### src/hw/rtl/mfd_pkg.sv
// Shared constants and types for the MQTT frame deframer.
`timescale 1ns / 1ps
`default_nettype none

package mfd_pkg;

   // Largest remaining length and largest frame size accepted, in bytes.
   localparam int MAX_LEN   = 255;

   localparam int BYTE_W    = 8;
   localparam int LEN_W     = 14;
   localparam int SUM_W     = LEN_W + 1;
   localparam int CNT_W     = $clog2(MAX_LEN + 2);

   // Remaining-length byte layout: 7 payload bits, bit 7 flags another byte.
   localparam int LEN_BITS  = 7;
   localparam int CONT_BIT  = 7;
   localparam int LEN_SHIFT = 7;

   localparam logic [SUM_W-1:0] LEN_SAT = SUM_W'((2 ** LEN_W) - 1);

   typedef struct packed {
      logic [BYTE_W-1:0] byte_out;
      logic [BYTE_W-1:0] frame_position;
      logic [BYTE_W-1:0] packet_header;
      logic [BYTE_W-1:0] header_length;
      logic [LEN_W-1:0]  remaining_length;
      logic              frame_done;
      logic              frame_dropped;
   } result_type;

endpackage

`default_nettype wire

### src/hw/rtl/mqtt_frame_deframer_top.sv
// Top level of the MQTT frame deframer: byte stream in, per-byte frame results out.
`timescale 1ns / 1ps
`default_nettype none

// Delimits MQTT control packets in a received byte stream, one byte per
// transaction. The first byte of a frame is the packet header; the length
// bytes that follow build the remaining length (the first gives its low 7
// bits, every later one adds its low 7 bits shifted left by 7); then exactly
// that many body bytes follow. Every input transaction yields exactly one
// result transaction echoing the byte with its frame position, the header,
// the header length and the remaining length decoded so far (saturated at
// 16383). tlast marks the byte that completes a packet; tuser flags a frame
// dropped for a length above MAX_LEN, or for running past MAX_LEN bytes.
// After either the decoder is back to expecting a packet header. Rate: one
// byte per clock sustained while rsp_tready holds high; each result is
// registered (the byte sits in the input register and is decoded into the
// result register once that register can take it). Ready propagates from
// rsp_tready back through both registers in the same cycle.
module mqtt_frame_deframer_top (
   input  wire logic        clock,
   input  wire logic        reset,
   input  wire logic        req_tvalid,
   output logic             req_tready,
   input  wire logic [7:0]  req_tdata,   // [7:0] data_byte
   output logic             rsp_tvalid,
   input  wire logic        rsp_tready,
   output logic [47:0]      rsp_tdata,   // [7:0] byte_out, [15:8] frame_position,
                                         // [23:16] packet_header, [31:24] header_length,
                                         // [45:32] remaining_length, [47:46] zero
   output logic             rsp_tlast,   // frame_done
   output logic             rsp_tuser    // [0] frame_dropped
);
   import mfd_pkg::*;

   logic              item_valid;
   logic [BYTE_W-1:0] item_data;
   logic              load_ready;
   logic              fire;
   result_type        result;
   result_type        rsp_data;

   // Advance a byte from the input register only when the result slot frees.
   assign fire = item_valid && load_ready;

   mfd_input_reg u_input_reg (
      .clock      (clock),
      .reset      (reset),
      .req_tvalid (req_tvalid),
      .req_tready (req_tready),
      .req_tdata  (req_tdata),
      .take       (fire),
      .item_valid (item_valid),
      .item_data  (item_data)
   );

   mfd_frame_core u_frame_core (
      .clock     (clock),
      .reset     (reset),
      .fire      (fire),
      .data_byte (item_data),
      .result    (result)
   );

   mfd_result_reg u_result_reg (
      .clock      (clock),
      .reset      (reset),
      .load_valid (item_valid),
      .load_ready (load_ready),
      .load_data  (result),
      .rsp_tvalid (rsp_tvalid),
      .rsp_tready (rsp_tready),
      .rsp_data   (rsp_data)
   );

   // Pack the result, first field in the lowest bits.
   assign rsp_tdata = {2'b00,
                       rsp_data.remaining_length,
                       rsp_data.header_length,
                       rsp_data.packet_header,
                       rsp_data.frame_position,
                       rsp_data.byte_out};
   assign rsp_tlast = rsp_data.frame_done;
   assign rsp_tuser = rsp_data.frame_dropped;

   // A frame is never both completed and dropped.
   a_done_xor_drop: assert property (@(posedge clock) disable iff (reset)
      rsp_tvalid |-> !(rsp_tlast && rsp_tuser))
      else $error("frame both completed and dropped");

   // A completed frame spans its header bytes plus its body exactly.
   a_done_length: assert property (@(posedge clock) disable iff (reset)
      (rsp_tvalid && rsp_tlast) |->
         (rsp_data.frame_position ==
          (rsp_data.header_length + rsp_data.remaining_length[BYTE_W-1:0])))
      else $error("completed frame length mismatch");

   // A byte held in the input register is not lost while decode is stalled.
   a_input_hold: assert property (@(posedge clock) disable iff (reset)
      (item_valid && !fire) |=> (item_valid && $stable(item_data)))
      else $error("stalled input byte lost");

endmodule

`default_nettype wire

### src/hw/rtl/mfd_input_reg.sv
// Input register stage: holds one received byte until the decoder takes it.
`timescale 1ns / 1ps
`default_nettype none

module mfd_input_reg (
   input  wire logic                      clock,
   input  wire logic                      reset,
   input  wire logic                      req_tvalid,
   output logic                           req_tready,
   input  wire logic [mfd_pkg::BYTE_W-1:0] req_tdata,
   input  wire logic                      take,
   output logic                           item_valid,
   output logic [mfd_pkg::BYTE_W-1:0]     item_data
);
   import mfd_pkg::*;

   logic              valid_ff, valid_in;
   logic [BYTE_W-1:0] data_ff,  data_in;

   // Accept whenever the slot is empty or is being drained this cycle.
   assign req_tready = !valid_ff || take;

   always_comb begin
      valid_in = valid_ff;
      data_in  = data_ff;
      if (req_tvalid && req_tready) begin
         valid_in = 1'b1;
         data_in  = req_tdata;
      end else if (take) begin
         valid_in = 1'b0;
      end
   end

   always_ff @(posedge clock) begin
      if (reset) begin
         valid_ff <= 1'b0;
      end else begin
         valid_ff <= valid_in;
      end
      data_ff <= data_in;
   end

   assign item_valid = valid_ff;
   assign item_data  = data_ff;

endmodule

`default_nettype wire

### src/hw/rtl/mfd_frame_core.sv
// Frame decoder: packet state and the per-byte result computation.
`timescale 1ns / 1ps
`default_nettype none

module mfd_frame_core (
   input  wire logic                      clock,
   input  wire logic                      reset,
   input  wire logic                      fire,
   input  wire logic [mfd_pkg::BYTE_W-1:0] data_byte,
   output mfd_pkg::result_type            result
);
   import mfd_pkg::*;

   typedef enum logic [1:0] {
      PH_IDLE,
      PH_LEN_FIRST,
      PH_LEN_MORE,
      PH_BODY
   } phase_type;

   phase_type         phase_ff,  phase_in;
   logic [LEN_W-1:0]  left_ff,   left_in;
   logic [CNT_W-1:0]  count_ff,  count_in;
   logic [BYTE_W-1:0] header_ff, header_in;
   logic [BYTE_W-1:0] offset_ff, offset_in;
   logic [LEN_W-1:0]  total_ff,  total_in;

   logic [CNT_W-1:0]  count_inc;
   logic [SUM_W-1:0]  sum;
   logic [LEN_W-1:0]  left_dec;
   logic              done;
   logic              dropped;

   always_comb begin
      count_inc = count_ff + CNT_W'(1);
      phase_in  = phase_ff;
      left_in   = left_ff;
      header_in = header_ff;
      offset_in = offset_ff;
      sum       = {1'b0, total_ff};
      left_dec  = left_ff;
      done      = 1'b0;
      dropped   = 1'b0;

      unique case (phase_ff)
         PH_IDLE: begin
            header_in = data_byte;
            phase_in  = PH_LEN_FIRST;
         end
         PH_LEN_FIRST, PH_LEN_MORE: begin
            if (phase_ff == PH_LEN_FIRST) begin
               sum = SUM_W'(data_byte[LEN_BITS-1:0]);
            end else begin
               sum = {1'b0, total_ff}
                   + (SUM_W'(data_byte[LEN_BITS-1:0]) << LEN_SHIFT);
            end
            if (sum > SUM_W'(MAX_LEN)) begin
               dropped = 1'b1;
            end else if (!data_byte[CONT_BIT]) begin
               offset_in = count_inc[BYTE_W-1:0];
               left_in   = sum[LEN_W-1:0];
               if (sum == '0) begin
                  done = 1'b1;
               end else begin
                  phase_in = PH_BODY;
               end
            end else begin
               phase_in = PH_LEN_MORE;
            end
         end
         PH_BODY: begin
            if (left_ff != '0) begin
               left_dec = left_ff - LEN_W'(1);
            end
            left_in = left_dec;
            if (left_dec == '0) begin
               done = 1'b1;
            end
         end
         default: begin
            phase_in = PH_IDLE;
         end
      endcase

      // Oversize frame wins over completion.
      if (count_inc > CNT_W'(MAX_LEN)) begin
         dropped = 1'b1;
         done    = 1'b0;
      end

      total_in = sum[LEN_W-1:0];
      count_in = count_inc;

      result.byte_out         = data_byte;
      result.frame_position   = count_inc[BYTE_W-1:0];
      result.packet_header    = header_in;
      result.header_length    = offset_in;
      result.remaining_length = (sum > LEN_SAT) ? LEN_SAT[LEN_W-1:0] : sum[LEN_W-1:0];
      result.frame_done       = done;
      result.frame_dropped    = dropped;

      // Return to idle after a completed or discarded frame.
      if (done || dropped) begin
         phase_in  = PH_IDLE;
         left_in   = '0;
         count_in  = '0;
         header_in = '0;
         offset_in = '0;
         total_in  = '0;
      end
   end

   always_ff @(posedge clock) begin
      if (reset) begin
         phase_ff  <= PH_IDLE;
         left_ff   <= '0;
         count_ff  <= '0;
         header_ff <= '0;
         offset_ff <= '0;
         total_ff  <= '0;
      end else if (fire) begin
         phase_ff  <= phase_in;
         left_ff   <= left_in;
         count_ff  <= count_in;
         header_ff <= header_in;
         offset_ff <= offset_in;
         total_ff  <= total_in;
      end
   end

endmodule

`default_nettype wire

### src/hw/rtl/mfd_result_reg.sv
// Result register: holds one decoded result until the consumer takes it.
`timescale 1ns / 1ps
`default_nettype none

module mfd_result_reg (
   input  wire logic                clock,
   input  wire logic                reset,
   input  wire logic                load_valid,
   output logic                     load_ready,
   input  wire mfd_pkg::result_type load_data,
   output logic                     rsp_tvalid,
   input  wire logic                rsp_tready,
   output mfd_pkg::result_type      rsp_data
);
   import mfd_pkg::*;

   logic       valid_ff, valid_in;
   result_type data_ff,  data_in;

   assign load_ready = !valid_ff || rsp_tready;

   always_comb begin
      valid_in = valid_ff;
      data_in  = data_ff;
      if (load_valid && load_ready) begin
         valid_in = 1'b1;
         data_in  = load_data;
      end else if (rsp_tready) begin
         valid_in = 1'b0;
      end
   end

   always_ff @(posedge clock) begin
      if (reset) begin
         valid_ff <= 1'b0;
      end else begin
         valid_ff <= valid_in;
      end
      data_ff <= data_in;
   end

   assign rsp_tvalid = valid_ff;
   assign rsp_data   = data_ff;

endmodule

`default_nettype wire

### config.mk
export PLATFORM = sky130hd
export DESIGN_NAME = mqtt_frame_deframer_top
export DESIGN_NICKNAME = d
export VERILOG_FILES = /design/src/hw/rtl/mfd_pkg.sv /design/src/hw/rtl/mqtt_frame_deframer_top.sv /design/src/hw/rtl/mfd_input_reg.sv /design/src/hw/rtl/mfd_frame_core.sv /design/src/hw/rtl/mfd_result_reg.sv
export SDC_FILE = /design/constraint.sdc
export NUM_CORES = 1
export LEC_CHECK = 0
export ABC_CLOCK_PERIOD_IN_PS = 3500
export BUFFER_PORTS_ARGS = -buffer_cell sky130_fd_sc_hd__buf_2
export CAP_MARGIN = 5
export CORE_ASPECT_RATIO = 1.4
export CORE_MARGIN = 2
export CORE_UTILIZATION = 59
export CTS_CLUSTER_DIAMETER = 150
export DETAILED_ROUTE_END_ITERATION = 6
export PLACE_DENSITY_LB_ADDON = 0.1
export SYNTH_ARGS = -nofsm -noshare
export SYNTH_HDL_FRONTEND = slang
export SYNTH_HIERARCHICAL = 1
export SYNTH_SLANG_ARGS = --single-unit
### constraint.sdc
create_clock -name clock -period 3.5 [get_ports clock]
set_clock_uncertainty 0.1 [all_clocks]
set_input_delay 0.175 -clock clock [delete_from_list [all_inputs] [get_ports clock]]
set_output_delay 0.175 -clock clock [all_outputs]
set_load 0.05 [all_outputs]
## Yosys cells after proc, flatten, opt, wreduce, memory -nomap -nowiden

Cells that the tools add are included.

- Add/subtract/negate cells: 3
- Order comparisons: 3
- Equal/unequal tests: 6
- Muxes and demuxes: 35
- Reduce and logical (&&, ||, !) cells: 18

Operator list:

| cell | number |
|---|---|
| $mux W14 | 6 |
| $mux W8 | 6 |
| $mux W15 | 3 |
| $pmux W14 S2 | 1 |
| $add A14 B14 Y15 | 1 |
| $gt A15 B14 Y1 const B | 1 |
| $gt A15 B8 Y1 const B | 1 |
| $logic_not A15 Y1 | 1 |
| $logic_not A14 Y1 | 1 |
| $reduce_bool A14 Y1 | 1 |
| $sub A14 B1 Y14 const B | 1 |
| $mux W1 | 12 |
| $add A9 B1 Y9 const B | 1 |
| $gt A9 B8 Y1 const B | 1 |
| $mux W9 | 1 |
| $mux W2 | 4 |
| $reduce_and A4 Y1 | 2 |
| $reduce_bool A3 Y1 | 2 |
| $eq A2 B2 Y1 const B | 2 |
| $ne A4 B4 Y1 const B | 1 |
| $pmux W2 S2 | 1 |
| $reduce_bool A2 Y1 | 2 |
| $logic_or A1 B1 Y1 | 3 |
| $ne A3 B2 Y1 const B | 1 |
| other kinds (7) | 9 |

- Register bits after elaboration: 113
- Input port bits: 12
- Output and inout port bits: 52
- Word-level logic and storage cells: 81

## Longest topological paths before layout

- Word-level depth: 12
- Mapped depth: 12
- Gate-level depth less buffers: 10

## Modules after synthesis

Netlist, hierarchy kept.

By module, submodules not included:

| module | instances | cells each | area each (um^2) | seq. area each (um^2) |
|---|---|---|---|---|
| mfd_frame_core | 1 | 501 | 3,857.4 | 1,101.1 |
| mfd_result_reg | 1 | 53 | 1,496.4 | 1,461.4 |
| mfd_input_reg | 1 | 13 | 295.3 | 260.2 |
| mqtt_frame_deframer_top | 1 | 4 | 25.0 | 0.0 |

## Worst setup path before layout

Ideal clock, no wire load.

- Kind: register to register
- Start: register u_input_reg.data_ff[0], in the netlist u_input_reg/item_data[0]
- End: register u_result_reg.data_ff, in the netlist u_result_reg/rsp_data[0] (data pin)
- Arrival: 2,653 ps
- Slack: 496 ps
- Stages on the path, launching flop included: 12
- Clock period less this slack: 3,004 ps
- Path through: edfxtp_1 ha_1 fa_1 a21oi_1 o21bai_1 xnor2_1 o2111ai_1 a221oi_1 buf_2 buf_1 inv_1 buf_4

- Longest elaborated chain between the ends: 7

Ends and longest elaborated chain:

| element | RTL line | RTL |
|---|---|---|
| start: declaration | mfd_input_reg.sv:18 | `logic [BYTE_W-1:0] data_ff, data_in;` |
| start signal: assignment | mfd_input_reg.sv:40 | `data_ff <= data_in;` |
| $add A14 B14 Y15 | mfd_frame_core.sv:55 | `+ (SUM_W'(data_byte[LEN_BITS-1:0]) << LEN_SHIFT);` |
| $mux W15 (*) | mfd_frame_core.sv:51 | `if (phase_ff == PH_LEN_FIRST) begin` |
| $mux W15 (*) | mfd_frame_core.sv:45 | `unique case (phase_ff)` |
| $gt A15 B8 Y1 (*) | mfd_frame_core.sv:57 | `if (sum > SUM_W'(MAX_LEN)) begin` |
| $mux W1 (*) | mfd_frame_core.sv:57 |  |
| $mux W1 (*) | mfd_frame_core.sv:45 |  |
| $mux W1 (*) | mfd_frame_core.sv:86 | `if (count_inc > CNT_W'(MAX_LEN)) begin` |
| net u_frame_core.dropped | mfd_frame_core.sv:32 | `logic dropped;` |
| end signal: assignment | mfd_result_reg.sv:39 | `data_ff <= data_in;` |
| end: declaration | mfd_result_reg.sv:18 | `result_type data_ff, data_in;` |

Mark *: on every way through the listed nets, which the timed path passes. The rest lies on a longest branch. The select of a mux whose other input is x is not followed.
A chain may end at the register's enable or synchronous reset.

## Final worst setup path

- Start: register u_input_reg.data_ff[0], in the netlist u_input_reg/item_data[0]
- End: register u_frame_core.phase_ff[0]

- Longest elaborated chain between the ends: 12
- Elaborated cells between the ends (all ways): 19

Ends and longest elaborated chain:

| element | RTL line | RTL |
|---|---|---|
| $add A14 B14 Y15 | mfd_frame_core.sv:55 |  |
| $mux W15 (*) | mfd_frame_core.sv:51 |  |
| $mux W15 (*) | mfd_frame_core.sv:45 |  |
| parallel branches: the longest is 9 deep, another holds $gt A15 B8 Y1 | - |  |
| end signal: assignment | mfd_frame_core.sv:122 | `phase_ff <= phase_in;` |
| end: declaration | mfd_frame_core.sv:21 | `phase_type phase_ff, phase_in;` |

Mark *: on every way between the ends. The select of a mux whose other input is x is not followed.

==> impl_metrics.py <==
metrics = {
    "yosys": {
        "syn_area_per_cell_um2": 9.94,
        "synth.distinct_cells": 72,
        "synthFlopType": "dfxtp_1",
        "yosysTopAreaCellShare_pct": 29.6,
        "synth_async_sr_flop_share_pct": 0,
        "yosys_warnings": 6,
        "seq_area_frac_synth_pct": 49.7,
        "netlist_area_mm2": 0.00567,
        "synth.area.top_cells": "edfxtp_1 (30%), dfxtp_1 (20%), mux2i_1 (4.2%)",
        "synth_cells": 571,
        "synth_top_cell_by_area": "edfxtp_1",
        "synth_edf_count": 56,
        "yosys_register_bits": 113,
    },
    "sta": {
        "finalCriticalPeriod_ps": 3280,
        "setup_viol": 0,
        "worst_hold_slack_ps": 121,
        "rsz0062_at_grt": "false",
        "relSlewSlack_pct": 57.0,
        "hold_viol_final": 0,
        "post-route-period-util_pct": 93.6,
        "max_freq_mhz": 305,
        "fin_setup_tns_ps": 0,
        "finalMaxSlewViolations": 0,
        "tightest_slew_ps": 644,
    },
    "clock_network": {
        "cts.path.max_buffers": 2,
        "cts-root-buf": "clkbuf_16",
        "cts_buffers": 17,
        "htreeDepth": 4,
        "insertion_delay_ps": 410,
        "cts_tree": "built",
        "clkSinkCount": 113,
        "clk_pin_slew_ps": 60,
    },
    "route": {
        "drt_iter0_markers": 337,
        "drt_wl_total_um": 14400,
        "vias": 4745,
        "drc_errors": 0,
        "dr.pass1.iters": 5,
        "wl_per_cell_um": 18.5,
        "ant_nets": 0,
        "viasPerCell": 6.09,
    },
    "worst_setup_path": {
        "cp_data_arrival_time_ps": 3480,
        "crit_path_top_delay_cell": "edfxtp_1",
        "crit_type": "reg2reg",
        "end_kind": "register",
        "cp_data_required_time_ps": 3700,
        "cp_max_fo": 15,
        "cp_cell_sequence": "ha_1 -> fa_1 -> a21oi_1 -> o21bai_1 -> xnor2_1 -> o2111ai_2 -> a221oi_4 -> buf_4 -> a21oi_1 -> a2111oi_2",
        "crit_path_start_kind": "register",
        "max_stage_delay_ps": 450,
        "crit_top_cell": "a21oi_1",
    },
    "global_route": {
        "grtUsageTotal_pct": 28.8,
        "grt_pass1_wl_um": 22800,
        "grt_pass1_vias": 4503,
        "overflow": 0,
        "grt_max_degree": 49,
        "antenna_found_initial": 0,
    },
    "placed_design": {
        "port_buffers": 61,
        "dpl.hpwl_um": 9900,
        "dp_cells": 733,
        "gp_congestion": 0.960,
    },
    "power_and_ir_drop": {
        "ir_drop_mv": 0.402,
        "p_per_area_mw_per_mm2": 577,
        "leakagePower_nw": 2.91,
    },
    "cells_and_area": {
        "num_antenna_cells": 0,
        "nFillCells": 683,
        "area_growth_pct": 21.3,
        "drive_gt1_share_pct": 23.8,
        "nNetsFinal": 682,
        "fin_cells": 779,
    },
    "die": {
        "dieArea_mm2": 0.0104,
        "start_util_pct": 60.3,
        "core_region_area_mm2": 0.00941,
        "ios": 64,
        "fp-row-count": 42,
        "die_w_um": 86.9,
        "fp.dieH_um": 120,
    },
    "worst_hold_path": {
        "hold_path_class": "in2reg",
    },
    "run": {
        "maxCapViolCount": 0,
    },
    "status": {
        "status": "completed",
    },
}
path summary, 6_finish.rpt:
path	start	endpoint	slack [ps]	cells past startpoint
min reg2reg	u_frame_core/offset_ff[4]$_SDFFE_PP0P_	u_frame_core/offset_ff[4]$_SDFFE_PP0P_	360	2
min	reset	u_input_reg/item_valid$_SDFFE_PP0P_	120	2
max	u_input_reg/item_data[0]$_DFFE_PP_	u_frame_core/phase_ff[0]$_SDFFE_PP0P_	220	10
max reg2reg	u_input_reg/item_data[0]$_DFFE_PP_	u_frame_core/phase_ff[0]$_SDFFE_PP0P_	220	10
sequential cells by signal, summed over array words and instances, names as in the netlist:
register,count
u_frame_core/left_ff,14
u_frame_core/offset_ff,8
u_frame_core/header_ff,8
u_input_reg/item_data,8
u_input_reg/item_valid,1
u_frame_core/total_ff,14
u_result_reg/rsp_data,48
u_result_reg/rsp_tvalid,1
u_frame_core/phase_ff,2
u_frame_core/count_ff,9
area by class of cell:
type,count,area [um^2],share of cell area (%)
Inverter,39,146,2.13
Clock inverter,15,113,1.64
Clock buffer,17,425,6.18
Multi-Input combinational cell,376,2540,36.9
Timing Repair Buffer,109,696,10.1
Tap cell,110,138,2.00
Sequential cell,113,2820,41.0
Yosys cell counts (9+ instances only):
cell	n
nor3b_1	9
o21ai_0	32
nand2_1	56
nor2b_1	9
inv_1	38
o2bb2ai_1	9
clkbuf_1	17
nand3_1	17
nor3_1	20
mux2i_1	24
a21oi_1	25
buf_4	13
dfxtp_1	57
nand4_1	10
ha_1	13
nor2_1	33
a31oi_1	13
edfxtp_1	56
through the flow:
| stage | total power, mW | setup slack [ps] | area (um^2) | util [%] |
|---|---|---|---|---|
| after floorplan | 2.16 | 496 | 5680 | - |
| after global placement | 2.37 | 76.1 | 6140 | 65.3 |
| after detailed placement | 2.38 | -90.0 | 6140 | 65.3 |
| after CTS | 3.95 | 97.0 | 6800 | 72.3 |
| after global routing | 4.12 | 39.3 | 6880 | 73.1 |
| final | 3.97 | 223 | 6880 | 73.1 |
worst max-delay path: cells and delay by family (launching register included):
kind | cells | cell delay (ps)
AOI/OAI and AO/OA | 6 | 1450
xor gates and xnor gates | 1 | 220
adders and majority gates | 2 | 670
buffers and inverters | 1 | 280
DFF | 1 | 450
report_power, final:
part	switching, mW	internal (mW)
Sequential	0.0402	1.48
Combinational	0.610	0.290
Clock	0.637	0.908
kinds of logic after synthesis:
logic type	after synthesis	synth area share [%]
other	1	0.0661
buffers and inverters	83	6.81
multiplexers	27	4.83
AO/OA/AOI/OAI	129	15.2
flip-flops	113	49.7
XOR/XNOR	12	1.85
adder cells (fa/ha/maj)	14	3.22
AND/OR/NAND/NOR	192	18.3
cells in the final DEF (no fill, tap or decap), types with 3 or more instances in the layout:
cell type	synthesis	routed
buf_2	8	62
dfxtp_1	57	57
edfxtp_1	56	56
nand2_1	56	55
inv_1	38	38
buf_4	13	35
nor2_1	33	33
o21ai_0	32	32
a21oi_1	25	25
mux2i_1	24	24
nor3_1	20	19
clkbuf_16	0	17
nand3_1	17	17
ha_1	13	13
a31oi_1	13	12
dlygate4sd3_1	0	10
nand4_1	10	10
nor3b_1	9	9
nor2b_1	9	9
o2bb2ai_1	9	9
xnor2_1	7	7
o211ai_1	6	6
clkinv_4	0	5
xor2_1	5	5
nand2b_1	5	5
o22ai_1	5	5
clkinv_2	0	4
o221ai_1	4	4
and3_1	4	4
o32ai_1	4	4
o22a_1	4	4
inv_6	0	3
clkinvlp_4	0	3
o21a_1	3	3
nand4b_1	3	3
mux2_2	3	3
nor4_1	3	3
metal layers:
metal | vias to the layer above | track usage [%] | wire length (um)
met1 | 2312 | 34.4 | 5750
met4 | 0 | 13.8 | 468
met3 | 32 | 7.22 | 677
met2 | 159 | 47.8 | 7500
met5 | - | 0 | 0
li1 | 2242 | - | -
what timing repair did:
action	in CTS	in global routing
endpoints found under the setup margin	16	46
endpoints found under the hold margin	10	0
pin swaps	0	2
cloned	0	1
setup buffers	0	3
hold buffers	10	0
resized for setup	3	9
Note: power is estimated with default switching activity, not from simulation.
